**src/hw/rtl/bpa_pkg.sv**
```systemverilog
// ----------------------------------------------------------------------------
// bpa_pkg
// Shared constants, types and codes of the bitmap page allocator.
// ----------------------------------------------------------------------------
package bpa_pkg;

    // Bitmap geometry.
    localparam int BITMAP_BYTES = 512;
    localparam int TOTAL_PAGES  = BITMAP_BYTES * 8;
    localparam int WORD_BITS    = 32;
    localparam int WORD_SHIFT   = 5;
    localparam int NUM_WORDS    = (BITMAP_BYTES + 3) / 4;
    localparam int WORD_AW      = (NUM_WORDS > 1) ? $clog2(NUM_WORDS) : 1;
    localparam int COUNT_W      = $clog2(TOTAL_PAGES + 1);
    localparam int PAGE_W       = (COUNT_W > 12) ? COUNT_W : 12;
    localparam int FIELD_W      = 12;

    // Bits of the last word that lie beyond the last page count as used.
    localparam int LAST_VALID_BITS = TOTAL_PAGES - (NUM_WORDS - 1) * WORD_BITS;

    typedef logic [1:0]            t_func;
    typedef logic [FIELD_W-1:0]    t_page;
    typedef logic [PAGE_W-1:0]     t_pnum;
    typedef logic [WORD_AW-1:0]    t_waddr;
    typedef logic [WORD_BITS-1:0]  t_word;
    typedef logic [WORD_SHIFT-1:0] t_bitpos;
    typedef logic [COUNT_W-1:0]    t_count;

    localparam t_word  ALL_ONES  = 32'hffffffff;
    localparam t_word  LAST_PAD  = (LAST_VALID_BITS >= WORD_BITS) ? t_word'(0) :
                                   ~((t_word'(1) << LAST_VALID_BITS) - t_word'(1));
    localparam t_waddr LAST_WORD = t_waddr'(NUM_WORDS - 1);
    localparam t_pnum  TOTAL_PNUM = t_pnum'(TOTAL_PAGES);
    localparam t_count TOTAL_CNT  = t_count'(TOTAL_PAGES);

    // Operation codes.
    localparam t_func FUNC_ALLOC = 2'd0;
    localparam t_func FUNC_FREE  = 2'd1;
    localparam t_func FUNC_QUERY = 2'd2;

    // Result of the find-first-zero unit.
    typedef struct packed {
        logic    found;
        t_bitpos pos;
    } t_ffz;

endpackage

```
**src/hw/rtl/bpa_ffz.sv**
```systemverilog
// ----------------------------------------------------------------------------
// bpa_ffz
// Find-first-zero unit: locates the lowest clear bit of one bitmap word.
// ----------------------------------------------------------------------------
module bpa_ffz (
    input  bpa_pkg::t_word i_word,
    output bpa_pkg::t_ffz  o_res
);
    import bpa_pkg::*;

    // Priority encode from the top down so the lowest clear bit wins.
    always_comb begin
        o_res.found = (i_word != ALL_ONES);
        o_res.pos   = '0;
        for (int i = WORD_BITS - 1; i >= 0; i--) begin
            if (!i_word[i]) begin
                o_res.pos = t_bitpos'(i);
            end
        end
    end

endmodule

```
**config.mk**
```make
export PLATFORM = sky130hd
export DESIGN_NAME = bpa_ffz
export DESIGN_NICKNAME = d
export VERILOG_FILES = /design/src/hw/rtl/bpa_pkg.sv /design/src/hw/rtl/bpa_ffz.sv
export SDC_FILE = /design/constraint.sdc
export NUM_CORES = 1
export LEC_CHECK = 0
export ABC_AREA = 1
export BUFFER_PORTS_ARGS = -buffer_cell sky130_fd_sc_hd__buf_2
export CORE_AREA = 5 5 42 44
export DETAILED_ROUTE_END_ITERATION = 6
export DIE_AREA = 0 0 47 49
export GPL_TIMING_DRIVEN = 0
export PLACE_DENSITY = 0.65
export SYNTH_ARGS = -nofsm -noshare
export SYNTH_HDL_FRONTEND = slang
export SYNTH_SLANG_ARGS = --single-unit
```
**constraint.sdc**
```tcl
create_clock -name vclk -period 1.6
set_clock_uncertainty 0.15 [all_clocks]
set_input_delay 0.16 -clock vclk [all_inputs]
set_output_delay 0.16 -clock vclk [all_outputs]
set_load 0.005 [all_outputs]
```
==> impl_metrics.env, run 1 <==
export IMPL_run_status="finished, violations left"
export IMPL_violations="setup timing"
export IMPL_layout_nets=155
export IMPL_dp_slack_ns=-0.6192
export IMPL_min_period_ns=2.153
export IMPL_path_max_fanout=2
export IMPL_clock_buffers=0
export IMPL_die_y_um=49
export IMPL_antenna_cells=0
export IMPL_post_route_period_util=1.346
export IMPL_io_pins=38
export IMPL_crit_type="in -> out"
export IMPL_worst_pin_slew_ns=0.2195
export IMPL_intPower_uw=63.25
export IMPL_start_util=0.2402
export IMPL_vdd_drop_max_v=0.00008158
export IMPL_numPortBuffers=38
export IMPL_drt_iter0_drc=1
export IMPL_arrival_ns=1.84
export IMPL_wl_um=1164
export IMPL_synth_area_um2=336.6
export IMPL_yosysSeqAreaShare=0
export IMPL_drv_cap=0
export IMPL_drive_gt1_frac=0.3719
export IMPL_fmax_mhz=464.4
export IMPL_min_to="o_res[0]"
export IMPL_vias=611
export IMPL_die_area_um2=2303
export IMPL_p_switching_uw=56.10
export IMPL_critPathMostFrequentCell="nand2_1"
export IMPL_routed_via_density=4.460
export IMPL_rsz0062_at_grt="true"
export IMPL_wl_per_cell_um=8.496
export IMPL_crit_path_start_kind="input pin"
export IMPL_comb_power_share=1.000
export IMPL_drc_errors=0
export IMPL_cp_required_ns=1.29
export IMPL_p_seq_frac=0
export IMPL_netlist_instances=80
export IMPL_dr_pass1_iters=2
export IMPL_place_congestion=0.6815
export IMPL_syn2layout_area_growth_pct=78.44
export IMPL_dieWidth_um=47
export IMPL_hold_depth=3
export IMPL_grt_pass1_wl_um=1787
export IMPL_drt_antenna_violating_nets=0
export IMPL_grt_pass1_vias=530
export IMPL_setup_viol=2
export IMPL_cp_end_kind="output pin"
export IMPL_core_area_um2=1401
export IMPL_max_stage_delay_ns=0.12
export IMPL_synth_distinct_cells=12
export IMPL_hpwlAfterDp_um=1055
export IMPL_antenna_found_initial=0
export IMPL_cellLeakagePower_nw=0.3577
export IMPL_postLayoutCoreUtil=0.4286
export IMPL_hold_violations=0
export IMPL_crit_slowest_cell="buf_2"
export IMPL_overflow=0
export IMPL_synth_nets=112
export IMPL_hp_start="i_word[1]"
export IMPL_ff_latch_area_um2=0
export IMPL_syn_mean_instance_area_um2=4.207
export IMPL_grt_start_max_net_pins=4
export IMPL_fin_ws_ns=-0.5534
export IMPL_seq_cell_count=0
export IMPL_rows=14
export IMPL_cellPowerDensity_nw_per_um2=198.7
export IMPL_grt_use_total=0.09263
export IMPL_ys_warn_count=0
export IMPL_p_clk_frac=0
export IMPL_maxSlewViolCount=0
export IMPL_swShare=0.4700
export IMPL_slew_headroom=0.8525
export IMPL_min_path_type="in -> out"
worst max path at each step:
stage / start / end / slack [ns]
finish: i_word[31] / o_res[0] / -0.55
global route: i_word[31] / o_res[0] / -0.86
CTS: i_word[31] / o_res[0] / -0.59
detailed placement: i_word[31] / o_res[0] / -0.62
global placement: i_word[31] / o_res[0] / -0.58
floorplan: i_word[31] / o_res[0] / -0.23
final cells by class:
class	instances	area, µm²
Inverter	6	22.52
Multi-Input combinational cell	74	319.1
Fill cell	183	800.8
Timing Repair Buffer	41	239.0
Tap cell	16	20.02
stage by stage:
stage	setup TNS, ns	power [mW]	hold WS [ns]	std cells	instance area (µm²)
finish	-0.8758	0.1193	0.4406	137	600.6
detailed placement	-0.6695	0.1063	0.4432	134	546.8
CTS	-1.069	0.1202	0.4443	137	600.6
global route	-1.368	0.1356	0.4629	137	600.6
global placement	-0.6262	0.1036	0.4372	134	546.8
floorplan	-0.2325	0.04661	0.2083	80	336.6
metal layers:
layer / track usage / up-vias / routed length, µm
met2: 0.1742 / 17 / 568
met4: 0 / 0 / 0
met3: 0.007380 / 0 / 91
met5: 0 / - / 0
met1: 0.1152 / 253 / 503
li1: - / 341 / -
repair_timing:
item,in CTS,in global routing
gates resized for setup,8,1
endpoints found under the setup margin,2,3
setup buffers,3,0
hold buffers,0,0
pin swaps,11,10
worst max-delay path, delay by kind of cell:
family          cells  cell delay (ns)
buf+inv             3             0.24
compound gates      1             0.11
simple gates       29             1.35
cell usage after synthesis:
| library cell | n | area, µm² |
|---|---|---|
| nand3_1 | 1 | 5.000 |
| o21bai_1 | 1 | 7.510 |
| o21ai_0 | 1 | 5.000 |
| a21oi_2 | 1 | 8.760 |
| o211ai_1 | 1 | 7.510 |
| a31oi_1 | 2 | 12.51 |
| a21oi_1 | 4 | 20.02 |
| nor2_1 | 12 | 45.04 |
| nor3_1 | 3 | 15.01 |
| nand4_1 | 3 | 18.77 |
| nand2_1 | 45 | 168.9 |
| inv_1 | 6 | 22.52 |
power groups by stage:
stage | clock network [mW] | logic, mW | registers, mW
after CTS | 0 | 0.120 | 0
after detailed placement | 0 | 0.106 | 0
after global placement | 0 | 0.104 | 0
after floorplan | 0 | 0.0466 | 0
final | 0 | 0.119 | 0
after global routing | 0 | 0.136 | 0
cells in the final DEF (no fill, tap or decap), drive strengths merged:
cell type / n
a21oi: 5
a31oi: 2
buf: 41
inv: 6
nand2: 45
nand3: 1
nand4: 3
nor2: 12
nor3: 3
o211ai: 1
o21ai: 1
o21bai: 1
kinds of logic after synthesis:
logic type,synth area share
AOI/OAI and AO/OA,0.1822
and+or+nand+nor,0.7509
buffers and inverters,0.06691
Note: power is estimated with default switching activity, not from simulation.
==> run 2, diff against run 1 <==
PLACE_DENSITY = default   (was 0.65)
clock period = 2 ns   (was 1.6 ns; I/O delays follow)
==> impl_metrics.env, run 2 (same netlist as run 1, synthesis figures left out) <==
export IMPL_run_status="finished, violations left"
export IMPL_violations="setup timing"
export IMPL_dieWidth_um=47
export IMPL_syn2layout_area_growth_pct=64.31
export IMPL_hold_depth=3
export IMPL_comb_power_share=1.000
export IMPL_vdd_drop_max_v=0.00005204
export IMPL_vias=595
export IMPL_most_common_layout_cells="nand2_1 (45), buf_2 (37), nor2_1 (12), inv_1 (5), a21oi_1 (4)"
export IMPL_hpwlAfterDp_um=1039
export IMPL_hold_violations=0
export IMPL_intPower_uw=42.84
export IMPL_antenna_cells=0
export IMPL_power_uw=84.97
export IMPL_hold_buffers=0
export IMPL_core_area_um2=1401
export IMPL_die_y_um=49
export IMPL_critPathMostFrequentCell="nand2_1"
export IMPL_drc_errors=0
export IMPL_finalInstanceArea_um2=553.0
export IMPL_setup_viol=1
export IMPL_arrival_ns=1.88
export IMPL_drive_gt1_frac=0.3390
export IMPL_worst_pin_slew_ns=0.2375
export IMPL_crit_slowest_cell="buf_2"
export IMPL_hp_start="i_word[1]"
export IMPL_dr_pass1_iters=3
export IMPL_wl_um=1077
export IMPL_p_switching_uw=42.14
export IMPL_start_util=0.2402
export IMPL_rsz0062_at_grt="true"
export IMPL_p_clk_frac=0
export IMPL_ff_latch_area_um2=0
export IMPL_grt_pass1_wl_um=1814
export IMPL_layout_nets=152
export IMPL_drt_iter0_drc=4
export IMPL_swShare=0.4959
export IMPL_clock_buffers=0
export IMPL_fmax_mhz=448.0
export IMPL_crit_type="in -> out"
export IMPL_place_congestion=0.6947
export IMPL_grt_use_total=0.09404
export IMPL_routed_via_density=4.440
export IMPL_post_route_period_util=1.116
export IMPL_maxSlewViolCount=0
export IMPL_crit_path_start_kind="input pin"
export IMPL_antenna_found_initial=0
export IMPL_fin_ws_ns=-0.2321
export IMPL_die_area_um2=2303
export IMPL_min_to="o_res[0]"
export IMPL_min_path_type="in -> out"
export IMPL_cellLeakagePower_nw=0.3359
export IMPL_overflow=0
export IMPL_dpl_instance_area_um2=546.8
export IMPL_whs_ns=0.5192
export IMPL_grt_pass1_vias=530
export IMPL_numPortBuffers=38
export IMPL_layout_commonest_cell="nand2_1"
export IMPL_rows=14
export IMPL_wl_per_cell_um=8.037
export IMPL_cellPowerDensity_nw_per_um2=153.7
export IMPL_stdcell_count=134
export IMPL_slew_headroom=0.8405
export IMPL_io_pins=38
export IMPL_max_stage_delay_ns=0.12
export IMPL_drv_cap=0
export IMPL_dp_cells=134
export IMPL_cp_required_ns=1.65
export IMPL_seq_cell_count=0
export IMPL_path_max_fanout=3
export IMPL_p_seq_frac=0
export IMPL_drt_antenna_violating_nets=0
export IMPL_cp_end_kind="output pin"
export IMPL_grt_start_max_net_pins=4
export IMPL_min_period_ns=2.232
[run 2: cell types whose count changed in the layout (fill, tap and decap cells not counted)]
| cell | previous run | this run |
|---|---|---|
| buf_2 | 35 | 37 |
| buf_4 | 1 | 0 |
| buf_6 | 5 | 1 |
| nand2_1 | 43 | 45 |
| nand2_2 | 2 | 0 |
| o21ai_0 | 0 | 1 |
| o21ai_1 | 1 | 0 |
[run 2: stage by stage]
stage	TNS (ns)	util	setup slack, ns
3_5_place_dp	-0.2821	0.3902	-0.2821
5_1_grt	-0.5304	0.3946	-0.5304
4_1_cts	-0.2623	0.3946	-0.2623
3_3_place_gp	-0.2478	0.3902	-0.2478
2_1_floorplan	0	-	0.08753
6_report	-0.2321	0.3946	-0.2321
[run 2: layout make-up]
type                       instances  area [µm²]
fill                             183       848.3
multi-input combinational         74       314.1
timing repair buffer              38       196.4
inverter                           6       22.52
tap                               16       20.02
[run 2: worst max-delay path: cells and delay by family]
| family | cells | cell delay [ns] |
|---|---|---|
| buf+inv | 3 | 0.25 |
| simple gates | 29 | 1.35 |
| compound gates | 1 | 0.10 |
[run 2: what timing repair did]
action,in CTS,in global routing
endpoints found under the hold margin,0,0
resized for setup,2,0
buffers inserted,0,0
setup endpoints to repair,1,1
gates cloned,0,0
[run 2: metal layers]
layer / wire (µm) / vias up / share of wire / track usage
met4: 0 / 0 / 0 / 0
met2: 553 / 18 / 0.51 / 0.1742
met1: 413 / 241 / 0.38 / 0.1174
met5: 0 / - / 0 / 0
li1: - / 336 / - / -
met3: 109 / 0 / 0.10 / 0.01107
[run 2: power by group through the flow]
stage | logic (mW) | clock network [mW] | registers, mW
finish | 0.0850 | 0 | 0
global route | 0.0985 | 0 | 0
detailed placement | 0.0848 | 0 | 0
floorplan | 0.0373 | 0 | 0
global placement | 0.0828 | 0 | 0
CTS | 0.0866 | 0 | 0
[run 2: how the worst max path moves through the flow]
stage / from / endpoint / slack, ns / cells past startpoint
finish: i_word[31] / o_res[0] / -0.23 / 33
detailed placement: i_word[31] / o_res[0] / -0.28 / 33
global route: i_word[31] / o_res[0] / -0.53 / 33
global placement: i_word[31] / o_res[0] / -0.25 / 33
floorplan: i_word[31] / o_res[0] / 0.09 / 31
CTS: i_word[31] / o_res[0] / -0.26 / 33
==> run 3, diff against run 2 <==
SETUP_SLACK_MARGIN = 0.15   (was default)
==> impl_metrics.env, run 3 (same netlist as run 1, synthesis figures left out) <==
export IMPL_arrival_ns=1.89
export IMPL_dr_pass1_iters=3
export IMPL_place_congestion=0.6947
export IMPL_cp_end_kind="output pin"
export IMPL_start_util=0.2402
export IMPL_crit_type="in -> out"
export IMPL_power_uw=87.91
export IMPL_hold_buffers=0
export IMPL_layout_commonest_cell="nand2_1"
export IMPL_drive_gt1_frac=0.3475
export IMPL_maxSlewViolCount=0
export IMPL_grt_pass1_vias=530
export IMPL_cellLeakagePower_nw=0.3445
export IMPL_swShare=0.4869
export IMPL_p_switching_uw=42.81
export IMPL_hp_start="i_word[1]"
export IMPL_vias=595
export IMPL_violations="setup timing"
export IMPL_rows=14
export IMPL_intPower_uw=45.11
export IMPL_drt_iter0_drc=6
export IMPL_p_seq_frac=0
export IMPL_overflow=0
export IMPL_crit_start="i_word[31]"
export IMPL_path_max_fanout=3
export IMPL_setup_viol=1
export IMPL_layout_nets=152
export IMPL_clock_buffers=0
export IMPL_dieWidth_um=47
export IMPL_seq_cell_count=0
export IMPL_die_y_um=49
export IMPL_max_stage_delay_ns=0.12
export IMPL_crit_path_start_kind="input pin"
export IMPL_p_clk_frac=0
export IMPL_finalInstanceArea_um2=568.0
export IMPL_slew_headroom=0.8405
export IMPL_post_route_period_util=1.121
export IMPL_hold_violations=0
export IMPL_worst_pin_slew_ns=0.2375
export IMPL_dpl_instance_area_um2=546.8
export IMPL_grt_pass1_wl_um=1814
export IMPL_wl_per_cell_um=8.194
export IMPL_critPathMostFrequentCell="nand2_1"
export IMPL_fin_ws_ns=-0.2423
export IMPL_grt_start_max_net_pins=4
export IMPL_io_pins=38
export IMPL_antenna_cells=0
export IMPL_ff_latch_area_um2=0
export IMPL_min_period_ns=2.242
export IMPL_drv_cap=0
export IMPL_hpwlAfterDp_um=1039
export IMPL_crit_slowest_cell="buf_2"
export IMPL_drc_errors=0
export IMPL_most_common_layout_cells="nand2_1 (44), buf_2 (35), nor2_1 (12), inv_1 (5), a21oi_1 (4)"
export IMPL_dp_slack_ns=-0.2821
export IMPL_core_area_um2=1401
export IMPL_wl_um=1098
export IMPL_cellPowerDensity_nw_per_um2=154.8
export IMPL_die_area_um2=2303
export IMPL_run_status="finished, violations left"
export IMPL_comb_power_share=1.000
export IMPL_fmax_mhz=446.0
export IMPL_syn2layout_area_growth_pct=68.77
export IMPL_numPortBuffers=38
export IMPL_vdd_drop_max_v=0.00005203
export IMPL_drt_antenna_violating_nets=0
export IMPL_routed_via_density=4.440
export IMPL_min_path_type="in -> out"
export IMPL_cp_required_ns=1.65
export IMPL_antenna_found_initial=0
export IMPL_rsz0062_at_grt="true"
export IMPL_grt_use_total=0.09404
==> run 3: final timing paths <==
| check | endpoint | slack (ns) | depth (start not counted) |
|---|---|---|---|
| worst max-delay path | o_res[0] | -0.24 | 33 |
| worst min-delay path | o_res[0] | 0.52 | 3 |
==> run 3: per-layer routing <==
| metal | part of all wire | wire length [µm] | track usage |
|---|---|---|---|
| met1 | 0.37 | 409 | 0.1174 |
| met2 | 0.53 | 578 | 0.1742 |
| met3 | 0.099 | 109 | 0.01107 |
| met4 | 0 | 0 | 0 |
| met5 | 0 | 0 | 0 |
==> run 3: stage by stage <==
| step | hold WS [ns] | std cells | setup TNS [ns] | utilization |
|---|---|---|---|---|
| floorplan | 0.2883 | 80 | 0 | - |
| global placement | 0.5155 | 134 | -0.2478 | 0.3902 |
| detailed placement | 0.5203 | 134 | -0.2821 | 0.3902 |
| CTS | 0.5213 | 134 | -0.2623 | 0.3946 |
| global route | 0.5405 | 134 | -0.5316 | 0.4054 |
| finish | 0.5189 | 134 | -0.2423 | 0.4054 |
==> run 3: area by class of cell <==
type | count | area, µm²
fillers | 182 | 833.3
repair buffers | 38 | 209.0
well taps | 16 | 20.02
multi-input cells | 74 | 316.6
inverters | 6 | 22.52
==> run 3: power by group through the flow <==
| stage | combinational (mW) | clock [mW] | sequential, mW |
|---|---|---|---|
| CTS | 0.0866 | 0 | 0 |
| global route | 0.101 | 0 | 0 |
| finish | 0.0879 | 0 | 0 |
| global placement | 0.0828 | 0 | 0 |
| floorplan | 0.0373 | 0 | 0 |
| detailed placement | 0.0848 | 0 | 0 |
==> run 3: timing repair <==
item                       4_1_cts  5_1_grt
gates resized for setup          2        3
setup endpoints to repair        1        2
buffers inserted                 0        0
pin swaps                        0       10
==> run 3: critical path: cells and delay by family <==
kind                   cells  cell delay, ns
and+or+nand+nor           29            1.36
buffers and inverters      3            0.25
AOI/OAI and AO/OA          1            0.10
